==> config.mk <==
export PLATFORM = sky130hd
export DESIGN_NAME = crc_checked_frame_receiver_unit_flat
export DESIGN_NICKNAME = d
export VERILOG_FILES = /design/src/rtl/core/crcfr_pkg.sv /design/src/rtl/core/crcfr_in_if.sv /design/src/rtl/core/crcfr_out_if.sv /design/src/rtl/core/crc_checked_frame_receiver_unit.sv /design/src/rtl/core/crcfr_front.sv /design/src/rtl/core/crcfr_queue.sv /design/src/rtl/core/crcfr_back.sv /design/src/flat_wrapper.sv
export SDC_FILE = /design/constraint.sdc
export NUM_CORES = 2
export LEC_CHECK = 0
export BUFFER_PORTS_ARGS = -buffer_cell sky130_fd_sc_hd__buf_2
export CORE_MARGIN = 3
export CORE_UTILIZATION = 50
export DETAILED_ROUTE_END_ITERATION = 10
export PLACE_DENSITY = 0.65
export SLEW_MARGIN = 20
export SYNTH_ARGS = -nofsm -noshare
export SYNTH_HDL_FRONTEND = slang
export SYNTH_SLANG_ARGS = --single-unit
==> constraint.sdc <==
create_clock -name clk -period 11.5 [get_ports clk]
set_input_delay 1.725 -clock clk [delete_from_list [all_inputs] [get_ports clk]]
set_output_delay 1.725 -clock clk [all_outputs]
set_load 0.05 [all_outputs]
==> src/rtl/core/crcfr_pkg.sv <==
// Package for the CRC-checked frame receiver.
// Holds opcodes, phase type, reply codes, the queue command record and the CRC-16/ARC step.
// No dependencies.
package crcfr_pkg;

  // Fixed field widths of the channels.
  localparam int unsigned OPCODE_W     = 2;
  localparam int unsigned BYTE_W       = 8;
  localparam int unsigned READ_INDEX_W = 9;
  localparam int unsigned CRC_W        = 16;

  // Decoupling queue between the front and back parts.
  localparam int unsigned QUEUE_DEPTH = 2;
  localparam int unsigned QUEUE_PTR_W = $clog2(QUEUE_DEPTH);
  localparam int unsigned QUEUE_CNT_W = $clog2(QUEUE_DEPTH + 1);

  // Item opcodes.
  typedef enum logic [OPCODE_W-1:0] {
    OP_BYTE    = 2'd0,
    OP_TIMEOUT = 2'd1,
    OP_READ    = 2'd2,
    OP_UNUSED  = 2'd3
  } opcode_t;

  // Receiver phase.
  typedef enum logic [1:0] {
    PH_IDLE = 2'd0,
    PH_DATA = 2'd1,
    PH_CRC  = 2'd2
  } phase_t;

  // Start bytes and reply codes.
  localparam logic [BYTE_W-1:0] START_UPPER   = 8'hD0;
  localparam logic [BYTE_W-1:0] START_LOWER   = 8'hD1;
  localparam logic [BYTE_W-1:0] REPLY_UPPER   = 8'hA0;
  localparam logic [BYTE_W-1:0] REPLY_LOWER   = 8'hA1;
  localparam logic [BYTE_W-1:0] REPLY_OK_UPPR = 8'hAA;
  localparam logic [BYTE_W-1:0] REPLY_OK_LOWR = 8'hAB;

  // Reflected CRC-16/ARC polynomial.
  localparam logic [CRC_W-1:0] CRC_POLY = 16'hA001;

  // Classified command handed from the front part to the back part.
  typedef struct packed {
    logic              reply_valid;
    logic [BYTE_W-1:0] reply_byte;
    logic              frame_done;
    logic              crc_ok;
    logic              lower_half;
    logic              wr_en;
    logic              rd_en;
    logic [BYTE_W-1:0] data;
  } cmd_t;

  // One byte of CRC-16/ARC, bit by bit, LSB first.
  function automatic logic [CRC_W-1:0] crc16_arc_byte(input logic [CRC_W-1:0] crc_in,
                                                      input logic [BYTE_W-1:0] b);
    logic [CRC_W-1:0] c;
    c = crc_in ^ {{(CRC_W-BYTE_W){1'b0}}, b};
    for (int i = 0; i < BYTE_W; i++) begin
      if (c[0]) begin
        c = (c >> 1) ^ CRC_POLY;
      end else begin
        c = c >> 1;
      end
    end
    return c;
  endfunction

endpackage

==> src/rtl/core/crcfr_in_if.sv <==
// Input channel interface of the frame receiver: valid, ready and one input item.
// Depends on crcfr_pkg.
interface crcfr_in_if
  import crcfr_pkg::*;
();
  logic                    valid;
  logic                    ready;
  logic [OPCODE_W-1:0]     opcode;
  logic [BYTE_W-1:0]       rx_byte;
  logic [READ_INDEX_W-1:0] read_index;

  modport source (output valid, output opcode, output rx_byte, output read_index,
                  input ready);
  modport sink (input valid, input opcode, input rx_byte, input read_index,
                output ready);
endinterface

==> src/rtl/core/crcfr_out_if.sv <==
// Result channel interface of the frame receiver: valid, ready and one result item.
// Depends on crcfr_pkg.
interface crcfr_out_if
  import crcfr_pkg::*;
();
  logic              valid;
  logic              ready;
  logic              reply_valid;
  logic [BYTE_W-1:0] reply_byte;
  logic              frame_done;
  logic              crc_ok;
  logic              lower_half;
  logic [BYTE_W-1:0] read_data;

  modport source (output valid, output reply_valid, output reply_byte, output frame_done,
                  output crc_ok, output lower_half, output read_data, input ready);
  modport sink (input valid, input reply_valid, input reply_byte, input frame_done,
                input crc_ok, input lower_half, input read_data, output ready);
endinterface

==> src/rtl/core/crc_checked_frame_receiver_unit.sv <==
// Top level of the CRC-checked frame receiver: front, command queue and back parts.
// Depends on crcfr_pkg, crcfr_in_if, crcfr_out_if, crcfr_front, crcfr_queue, crcfr_back.
//
//   Channel | Direction | Handshake     | Carries
//   in_ch   | sink      | valid / ready | opcode, rx_byte, read_index
//   out_ch  | source    | valid / ready | reply_valid, reply_byte, frame_done, crc_ok,
//           |           |               | lower_half, read_data
//
// One item is accepted per cycle while the queue has room; each gives one result, passing
// through the command queue and then the buffer access and output register.
// The CRC byte update runs in the front part within the accept cycle.
// Reset is synchronous and active low; it clears the protocol state, the queue and the
// output valid. The frame buffer is not cleared.
// When out_ch stalls, the two-entry queue fills and then in_ch.ready drops.
module crc_checked_frame_receiver_unit
  import crcfr_pkg::*;
#(
  parameter int unsigned FRAME_BYTES = 400
) (
  input  logic         clk,
  input  logic         rst_n,
  crcfr_in_if.sink     in_ch,
  crcfr_out_if.source  out_ch
);

  localparam int unsigned ADDR_W = (FRAME_BYTES > 1) ? $clog2(FRAME_BYTES) : 1;
  localparam int unsigned CNT_W  = $clog2(FRAME_BYTES + 1);

  logic              q_full;
  logic              q_empty;
  logic              push;
  logic              pop;
  cmd_t              push_cmd;
  cmd_t              head_cmd;
  logic [ADDR_W-1:0] push_addr;
  logic [ADDR_W-1:0] head_addr;

  // Front part: protocol, CRC and classification.
  crcfr_front #(
    .FRAME_BYTES (FRAME_BYTES),
    .ADDR_W      (ADDR_W),
    .CNT_W       (CNT_W)
  ) u_front (
    .clk       (clk),
    .rst_n     (rst_n),
    .in_ch     (in_ch),
    .q_full    (q_full),
    .push      (push),
    .push_cmd  (push_cmd),
    .push_addr (push_addr)
  );

  // Command queue between the two parts.
  crcfr_queue #(
    .ADDR_W (ADDR_W)
  ) u_queue (
    .clk       (clk),
    .rst_n     (rst_n),
    .push      (push),
    .push_cmd  (push_cmd),
    .push_addr (push_addr),
    .full      (q_full),
    .pop       (pop),
    .empty     (q_empty),
    .head_cmd  (head_cmd),
    .head_addr (head_addr)
  );

  // Back part: frame buffer and output register.
  crcfr_back #(
    .FRAME_BYTES (FRAME_BYTES),
    .ADDR_W      (ADDR_W)
  ) u_back (
    .clk       (clk),
    .rst_n     (rst_n),
    .empty     (q_empty),
    .head_cmd  (head_cmd),
    .head_addr (head_addr),
    .pop       (pop),
    .out_ch    (out_ch)
  );

endmodule

==> src/rtl/core/crcfr_front.sv <==
// Front part of the frame receiver: accepts items, runs the frame protocol and CRC,
// and classifies each item into a command for the back part. Depends on crcfr_pkg, crcfr_in_if.
module crcfr_front
  import crcfr_pkg::*;
#(
  parameter int unsigned FRAME_BYTES = 400,
  parameter int unsigned ADDR_W      = 9,
  parameter int unsigned CNT_W       = 9
) (
  input  logic              clk,
  input  logic              rst_n,
  crcfr_in_if.sink          in_ch,
  input  logic              q_full,
  output logic              push,
  output cmd_t              push_cmd,
  output logic [ADDR_W-1:0] push_addr
);

  phase_t            phase_r, phase_nxt;
  logic              half_r, half_nxt;
  logic [CNT_W-1:0]  count_r, count_nxt;
  logic [CNT_W-1:0]  count_inc;
  logic [CRC_W-1:0]  crc_r, crc_nxt;
  logic [BYTE_W-1:0] remote_hi_r, remote_hi_nxt;
  logic              hi_seen_r, hi_seen_nxt;
  opcode_t           op;

  // Accept whenever the queue has room.
  assign in_ch.ready = !q_full;
  assign push        = in_ch.valid && in_ch.ready;
  assign op          = opcode_t'(in_ch.opcode);
  assign count_inc   = count_r + CNT_W'(1);

  // Protocol state update and command classification.
  always_comb begin
    phase_nxt     = phase_r;
    half_nxt      = half_r;
    count_nxt     = count_r;
    crc_nxt       = crc_r;
    remote_hi_nxt = remote_hi_r;
    hi_seen_nxt   = hi_seen_r;
    push_cmd      = '0;
    push_addr     = '0;

    unique case (op)
      OP_BYTE: begin
        unique case (phase_r)
          PH_IDLE: begin
            if (in_ch.rx_byte == START_UPPER || in_ch.rx_byte == START_LOWER) begin
              half_nxt             = (in_ch.rx_byte == START_LOWER);
              count_nxt            = '0;
              crc_nxt              = '0;
              hi_seen_nxt          = 1'b0;
              phase_nxt            = PH_DATA;
              push_cmd.reply_valid = 1'b1;
              push_cmd.reply_byte  = half_nxt ? REPLY_LOWER : REPLY_UPPER;
            end
          end
          PH_DATA: begin
            push_cmd.wr_en = 1'b1;
            push_cmd.data  = in_ch.rx_byte;
            push_addr      = ADDR_W'(count_r);
            crc_nxt        = crc16_arc_byte(crc_r, in_ch.rx_byte);
            if (count_inc == CNT_W'(FRAME_BYTES)) begin
              phase_nxt   = PH_CRC;
              count_nxt   = '0;
              hi_seen_nxt = 1'b0;
            end else begin
              count_nxt = count_inc;
            end
          end
          PH_CRC: begin
            if (!hi_seen_r) begin
              remote_hi_nxt = in_ch.rx_byte;
              hi_seen_nxt   = 1'b1;
            end else begin
              push_cmd.frame_done = 1'b1;
              if ({remote_hi_r, in_ch.rx_byte} == crc_r) begin
                push_cmd.crc_ok      = 1'b1;
                push_cmd.reply_valid = 1'b1;
                push_cmd.reply_byte  = half_r ? REPLY_OK_LOWR : REPLY_OK_UPPR;
              end
              phase_nxt   = PH_IDLE;
              count_nxt   = '0;
              hi_seen_nxt = 1'b0;
            end
          end
          default: begin
            phase_nxt   = PH_IDLE;
            count_nxt   = '0;
            crc_nxt     = '0;
            hi_seen_nxt = 1'b0;
          end
        endcase
      end
      OP_TIMEOUT: begin
        phase_nxt   = PH_IDLE;
        count_nxt   = '0;
        crc_nxt     = '0;
        hi_seen_nxt = 1'b0;
      end
      OP_READ: begin
        if (32'(in_ch.read_index) < 32'(FRAME_BYTES)) begin
          push_cmd.rd_en = 1'b1;
          push_addr      = ADDR_W'(in_ch.read_index);
        end
      end
      default: begin
      end
    endcase

    push_cmd.lower_half = half_nxt;
  end

  // Protocol state registers, advanced on each transfer.
  always_ff @(posedge clk) begin
    if (!rst_n) begin
      phase_r     <= PH_IDLE;
      half_r      <= 1'b0;
      count_r     <= '0;
      crc_r       <= '0;
      remote_hi_r <= '0;
      hi_seen_r   <= 1'b0;
    end else if (push) begin
      phase_r     <= phase_nxt;
      half_r      <= half_nxt;
      count_r     <= count_nxt;
      crc_r       <= crc_nxt;
      remote_hi_r <= remote_hi_nxt;
      hi_seen_r   <= hi_seen_nxt;
    end
  end

  // A frame can only finish out of the CRC phase.
  a_done_from_crc: assert property (@(posedge clk) disable iff (!rst_n)
    push && push_cmd.frame_done |-> phase_r == PH_CRC && hi_seen_r)
    else $error("frame done outside the CRC phase");

  // Buffer writes stay inside the frame buffer.
  a_write_in_range: assert property (@(posedge clk) disable iff (!rst_n)
    push && push_cmd.wr_en |-> phase_r == PH_DATA && 32'(count_r) < 32'(FRAME_BYTES))
    else $error("buffer write outside the data phase or the buffer");

endmodule

==> src/rtl/core/crcfr_queue.sv <==
// Two-entry command queue between the front and back parts of the frame receiver.
// Depends on crcfr_pkg.
module crcfr_queue
  import crcfr_pkg::*;
#(
  parameter int unsigned ADDR_W = 9
) (
  input  logic              clk,
  input  logic              rst_n,
  input  logic              push,
  input  cmd_t              push_cmd,
  input  logic [ADDR_W-1:0] push_addr,
  output logic              full,
  input  logic              pop,
  output logic              empty,
  output cmd_t              head_cmd,
  output logic [ADDR_W-1:0] head_addr
);

  cmd_t                   cmd_q [QUEUE_DEPTH];
  logic [ADDR_W-1:0]      addr_q [QUEUE_DEPTH];
  logic [QUEUE_PTR_W-1:0] wr_ptr_r;
  logic [QUEUE_PTR_W-1:0] rd_ptr_r;
  logic [QUEUE_CNT_W-1:0] count_r;

  assign full      = (count_r == QUEUE_CNT_W'(QUEUE_DEPTH));
  assign empty     = (count_r == '0);
  assign head_cmd  = cmd_q[rd_ptr_r];
  assign head_addr = addr_q[rd_ptr_r];

  // Entry storage.
  always_ff @(posedge clk) begin
    if (push) begin
      cmd_q[wr_ptr_r]  <= push_cmd;
      addr_q[wr_ptr_r] <= push_addr;
    end
  end

  // Pointers and fill count.
  always_ff @(posedge clk) begin
    if (!rst_n) begin
      wr_ptr_r <= '0;
      rd_ptr_r <= '0;
      count_r  <= '0;
    end else begin
      if (push) begin
        wr_ptr_r <= wr_ptr_r + QUEUE_PTR_W'(1);
      end
      if (pop) begin
        rd_ptr_r <= rd_ptr_r + QUEUE_PTR_W'(1);
      end
      if (push && !pop) begin
        count_r <= count_r + QUEUE_CNT_W'(1);
      end else if (pop && !push) begin
        count_r <= count_r - QUEUE_CNT_W'(1);
      end
    end
  end

  a_no_overflow: assert property (@(posedge clk) disable iff (!rst_n)
    full |-> !push)
    else $error("push into a full queue");

  a_no_underflow: assert property (@(posedge clk) disable iff (!rst_n)
    empty |-> !pop)
    else $error("pop from an empty queue");

endmodule

==> src/rtl/core/crcfr_back.sv <==
// Back part of the frame receiver: owns the frame buffer, executes writes and reads,
// and holds the result in the output register. Depends on crcfr_pkg, crcfr_out_if.
module crcfr_back
  import crcfr_pkg::*;
#(
  parameter int unsigned FRAME_BYTES = 400,
  parameter int unsigned ADDR_W      = 9
) (
  input  logic              clk,
  input  logic              rst_n,
  input  logic              empty,
  input  cmd_t              head_cmd,
  input  logic [ADDR_W-1:0] head_addr,
  output logic              pop,
  crcfr_out_if.source       out_ch
);

  logic [BYTE_W-1:0] buf_mem [FRAME_BYTES];
  logic [BYTE_W-1:0] rd_data_r;
  cmd_t              cmd_r;
  logic              valid_r;

  // Take the next command when the output register is free or being drained.
  assign pop = !empty && (!valid_r || out_ch.ready);

  // Frame buffer: at most one write or one registered read per command.
  always_ff @(posedge clk) begin
    if (pop && head_cmd.wr_en) begin
      buf_mem[head_addr] <= head_cmd.data;
    end
    if (pop && head_cmd.rd_en) begin
      rd_data_r <= buf_mem[head_addr];
    end
  end

  // Output register payload.
  always_ff @(posedge clk) begin
    if (pop) begin
      cmd_r <= head_cmd;
    end
  end

  // Output register valid.
  always_ff @(posedge clk) begin
    if (!rst_n) begin
      valid_r <= 1'b0;
    end else if (pop) begin
      valid_r <= 1'b1;
    end else if (out_ch.ready) begin
      valid_r <= 1'b0;
    end
  end

  assign out_ch.valid       = valid_r;
  assign out_ch.reply_valid = cmd_r.reply_valid;
  assign out_ch.reply_byte  = cmd_r.reply_byte;
  assign out_ch.frame_done  = cmd_r.frame_done;
  assign out_ch.crc_ok      = cmd_r.crc_ok;
  assign out_ch.lower_half  = cmd_r.lower_half;
  assign out_ch.read_data   = cmd_r.rd_en ? rd_data_r : '0;

  // A command is either a buffer write or a buffer read, never both.
  a_one_access: assert property (@(posedge clk) disable iff (!rst_n)
    pop |-> !(head_cmd.wr_en && head_cmd.rd_en))
    else $error("command both writes and reads the buffer");

endmodule
==> src/flat_wrapper.sv <==
// flat-port wrapper written by rule: the top's interface ports become plain ports
module crc_checked_frame_receiver_unit_flat import crcfr_pkg::*;
#(
  parameter int unsigned FRAME_BYTES = 400
)
  (clk, rst_n, in_ch_valid, in_ch_opcode, in_ch_rx_byte, in_ch_read_index, in_ch_ready, out_ch_valid, out_ch_reply_valid, out_ch_reply_byte, out_ch_frame_done, out_ch_crc_ok, out_ch_lower_half, out_ch_read_data, out_ch_ready);
  crcfr_in_if in_ch_i ();
  crcfr_out_if out_ch_i ();
  input  logic clk;
  input  logic rst_n;
  input wire logic [$bits(in_ch_i.valid)-1:0] in_ch_valid;
  input wire logic [$bits(in_ch_i.opcode)-1:0] in_ch_opcode;
  input wire logic [$bits(in_ch_i.rx_byte)-1:0] in_ch_rx_byte;
  input wire logic [$bits(in_ch_i.read_index)-1:0] in_ch_read_index;
  output wire logic [$bits(in_ch_i.ready)-1:0] in_ch_ready;
  output wire logic [$bits(out_ch_i.valid)-1:0] out_ch_valid;
  output wire logic [$bits(out_ch_i.reply_valid)-1:0] out_ch_reply_valid;
  output wire logic [$bits(out_ch_i.reply_byte)-1:0] out_ch_reply_byte;
  output wire logic [$bits(out_ch_i.frame_done)-1:0] out_ch_frame_done;
  output wire logic [$bits(out_ch_i.crc_ok)-1:0] out_ch_crc_ok;
  output wire logic [$bits(out_ch_i.lower_half)-1:0] out_ch_lower_half;
  output wire logic [$bits(out_ch_i.read_data)-1:0] out_ch_read_data;
  input wire logic [$bits(out_ch_i.ready)-1:0] out_ch_ready;
  assign in_ch_i.valid = in_ch_valid;
  assign in_ch_i.opcode = in_ch_opcode;
  assign in_ch_i.rx_byte = in_ch_rx_byte;
  assign in_ch_i.read_index = in_ch_read_index;
  assign in_ch_ready = in_ch_i.ready;
  assign out_ch_valid = out_ch_i.valid;
  assign out_ch_reply_valid = out_ch_i.reply_valid;
  assign out_ch_reply_byte = out_ch_i.reply_byte;
  assign out_ch_frame_done = out_ch_i.frame_done;
  assign out_ch_crc_ok = out_ch_i.crc_ok;
  assign out_ch_lower_half = out_ch_i.lower_half;
  assign out_ch_read_data = out_ch_i.read_data;
  assign out_ch_i.ready = out_ch_ready;
  crc_checked_frame_receiver_unit #(.FRAME_BYTES(FRAME_BYTES)) u_core (.clk(clk), .rst_n(rst_n), .in_ch(in_ch_i), .out_ch(out_ch_i));
endmodule
==> run metrics <==
async set-reset flop share out of synthesis 0%; CTS clk-pin slew, worst paths approximately 60 ps; # Post-CTS Setup Buffers 0; Root Driver clkbuf_16; Hold-fix buffers, CTS 0; gr usage total around a quarter; initial antenna violation count 12; most common cell after layout, fill and taps aside edfxtp_1; Slew headroom just over 8%; # IOs 45; Synth area leader edfxtp_1; Setup TNS 0 ps; Most used DFF post-synth edfxtp_1; Pleak between 40 and 50 nW; Fin. Hold Viols 0; Num CTS Buffers roughly 340; Final Skew a little over 70 ps; num rows 185; area growth from synthesis to layout 11.31%; largest net degree at the start of global routing 205; drc violations 0; Setup crit end kind flip-flop; DR vias/cell ~6.3; commonest non-fill, non-tap cells in the layout 3265 x edfxtp_1, 1197 x mux2i_1, 596 x o22ai_1; Period Utilization, post-route between 60% and 70%; Max Fanout on Critical Path ~110; IO Port Bufs roughly 40; Detailed Place HPWL 188.9 mm; Req. time, crit path 12180 ps; Multi-input gate area between 0.02 and 0.03 mm2; wirelength, routed around 330 mm; GRT met3 Usage roughly 5.1%; Worst Path Class, Setup reg2reg; total gr overflow 0; antenna viol nets, final 0; post_cts resized 0; worst vdd ir between 0.15 and 0.2 mV; Avg Cell Area, Syn about 19 um2; Mapped Cells 6882; mapped cell area between 0.1 and 0.15 mm2; Yosys Warn Count 0; Top Usage Layer GRT met2; status finished clean; Post-synth EDFFs around 3300; post-synthesis sequential area ratio 77.16%; vias in the first global route about 66000; CTS sink count approximately 3300; deepest clock path buffer count 4; Final #Nets 6991; core area between 0.2 and 0.3 mm2; TritonCTS clock tree yes; RSZ-0062 raised after global routing no; Reg area 0.09891 mm2; Total Power approximately 32 mW; Slew @ Worst Pin roughly 1400 ps; Final Critical Period 6904 ps; Placer Congestion between 0.8 and 0.9; Die ar. between 0.2 and 0.3 mm2; Startpoint Class flip-flop; met2 Use GR 38.67%; layout cell share with drive strength beyond 1 between 10% and 20%; met1 Track Usage GR about a third; Initial DRT Pass Iterations 5; worst min path class reg2reg; Seq cells post-synth 3308; Max-Cap Viols 0; fin. max-slew vios 0; Die W about 510 um; H-Tree Depth 5; Filler cells roughly 19000; first-pass GRT wire length roughly 470 mm; Final Setup Violations 0; Clock Latency Late Sink between 900 and 1000 ps; wire per inst 31.28 um; 1st-iter DRT viols between 8000 and 9000; PD cells about 220 mW/mm2; Fmax between 0.1 and 0.15 GHz; via count approximately 67000; Die Y 512.3 um; ranking of synthesized cells by area edfxtp_1 76%, mux2i_1 9.4%, mux4_2 3.7%; crit path DAT approximately 7600 ps; Yosys top cell area share 76.49%; initial core utilization around half; Synth cell types 64
-- Yosys cell counts (7+ instances only) --
cell type  number
dfxtp_1        43
or2_2           8
a21boi_0        7
mux4_2        208
and3_1         13
edfxtp_1     3265
nand2_1        74
nor4_1         15
buf_6          55
a22o_1         10
xor2_1         11
or3_1           8
nor3_1         11
a41oi_1        12
o22ai_1       596
nor2b_1        34
o41ai_1       138
nor3b_1         7
a22oi_1       112
clkbuf_1      216
o21ai_0        21
nor2_1        422
mux2i_1      1198
nand2_2         8
a21oi_1        72
mux2_2         19
buf_1          23
xnor2_1        17
inv_1           7
and2_1         18
buf_4          18
buf_2         120
nand4_1        28
-- critical path, stage by stage (launching register included) --
cell	delay, ps
dfxtp_2	310
buf_4	510
mux2_8	830
buf_12	590
buf_4	870
mux2i_1	280
o22ai_1	110
o41ai_1	1180
a41oi_1	500
a2111oi_0	650
buf_4	220
nand2_1	50
-- per-stage QoR --
step	setup WS [ps]	instance area [um2]	hold WS [ps]	utilization, %	instances
floorplan	6333	128200	470.8	-	6884
global placement	4233	131900	497.2	51.81	9985
detailed placement	4800	132000	513.9	51.85	9988
CTS	4817	142600	520.2	56.00	10580
global route	4555	142700	550.5	56.03	10580
finish	4596	142700	519.8	56.04	10580
-- report_power, final --
part | total (mW) | switching (mW) | internal [mW] | leakage, nW
clock | 10.6 | 4.39 | 6.22 | 5.18
combinational | 6.55 | 4.62 | 1.93 | 11.3
sequential | 14.4 | 0.0587 | 14.4 | 29.9
-- area by class of cell --
type                            instances  share of cell area, %
Clock buffer                          406                  6.211
Clock inverter                        181                  1.208
Antenna cell                            6                0.01052
Timing Repair Buffer                  172                 0.9910
Tap cell                             3366                  2.952
Multi-Input combinational cell       3136                  19.29
Inverter                                7                0.01842
Sequential cell                      3308                  69.32
-- path summary, 6_finish.rpt --
kind	cells past startpoint	end	from	slack (ps)
setup / recovery	11	u_core.u_back.rd_data_r[1]	flip-flop	4600
hold / removal	2	u_core.u_front.count_r[8]	u_core.u_front.count_r[8]	520
setup reg to reg	11	u_core.u_back.rd_data_r[1]	flip-flop	4600
hold reg to reg	2	u_core.u_front.count_r[8]	u_core.u_front.count_r[8]	520
-- state kept, by name, indices dropped and copies added, names as in the netlist, 3 cells and up, named ones only --
signal and flops:
u_core.u_back.out_ch.reply_byte 3, u_core.u_back.rd_data_r 8, u_core.u_back.buf_mem 3200, u_core.u_queue.addr_q 18, u_core.u_queue.cmd_q 32, u_core.u_front.remote_hi_r 8, u_core.u_front.count_r 9, u_core.u_front.crc_r 16
-- logic make-up after synthesis --
| logic type | after synthesis | share of synthesized area, % |
|---|---|---|
| and+or+nand+nor | 670 | 2.322 |
| AOI/OAI and AO/OA | 1003 | 5.279 |
| other | 1 | 0.002925 |
| adders and majority gates | 5 | 0.04880 |
| buffers and inverters | 440 | 1.793 |
| DFF | 3308 | 77.16 |
| muxes | 1426 | 13.19 |
| xor gates and xnor gates | 29 | 0.2089 |
-- per-layer routing --
layer | part of all wire [%] | wire (um) | up-vias
met5 | 0.0030 | 10 | -
met4 | 3.3 | 10820 | 2
met3 | 9.7 | 32020 | 564
met2 | 47 | 155700 | 3432
met1 | 40 | 132400 | 34490
li1 | - | - | 28240
Power figures use the tool's default switching activity.
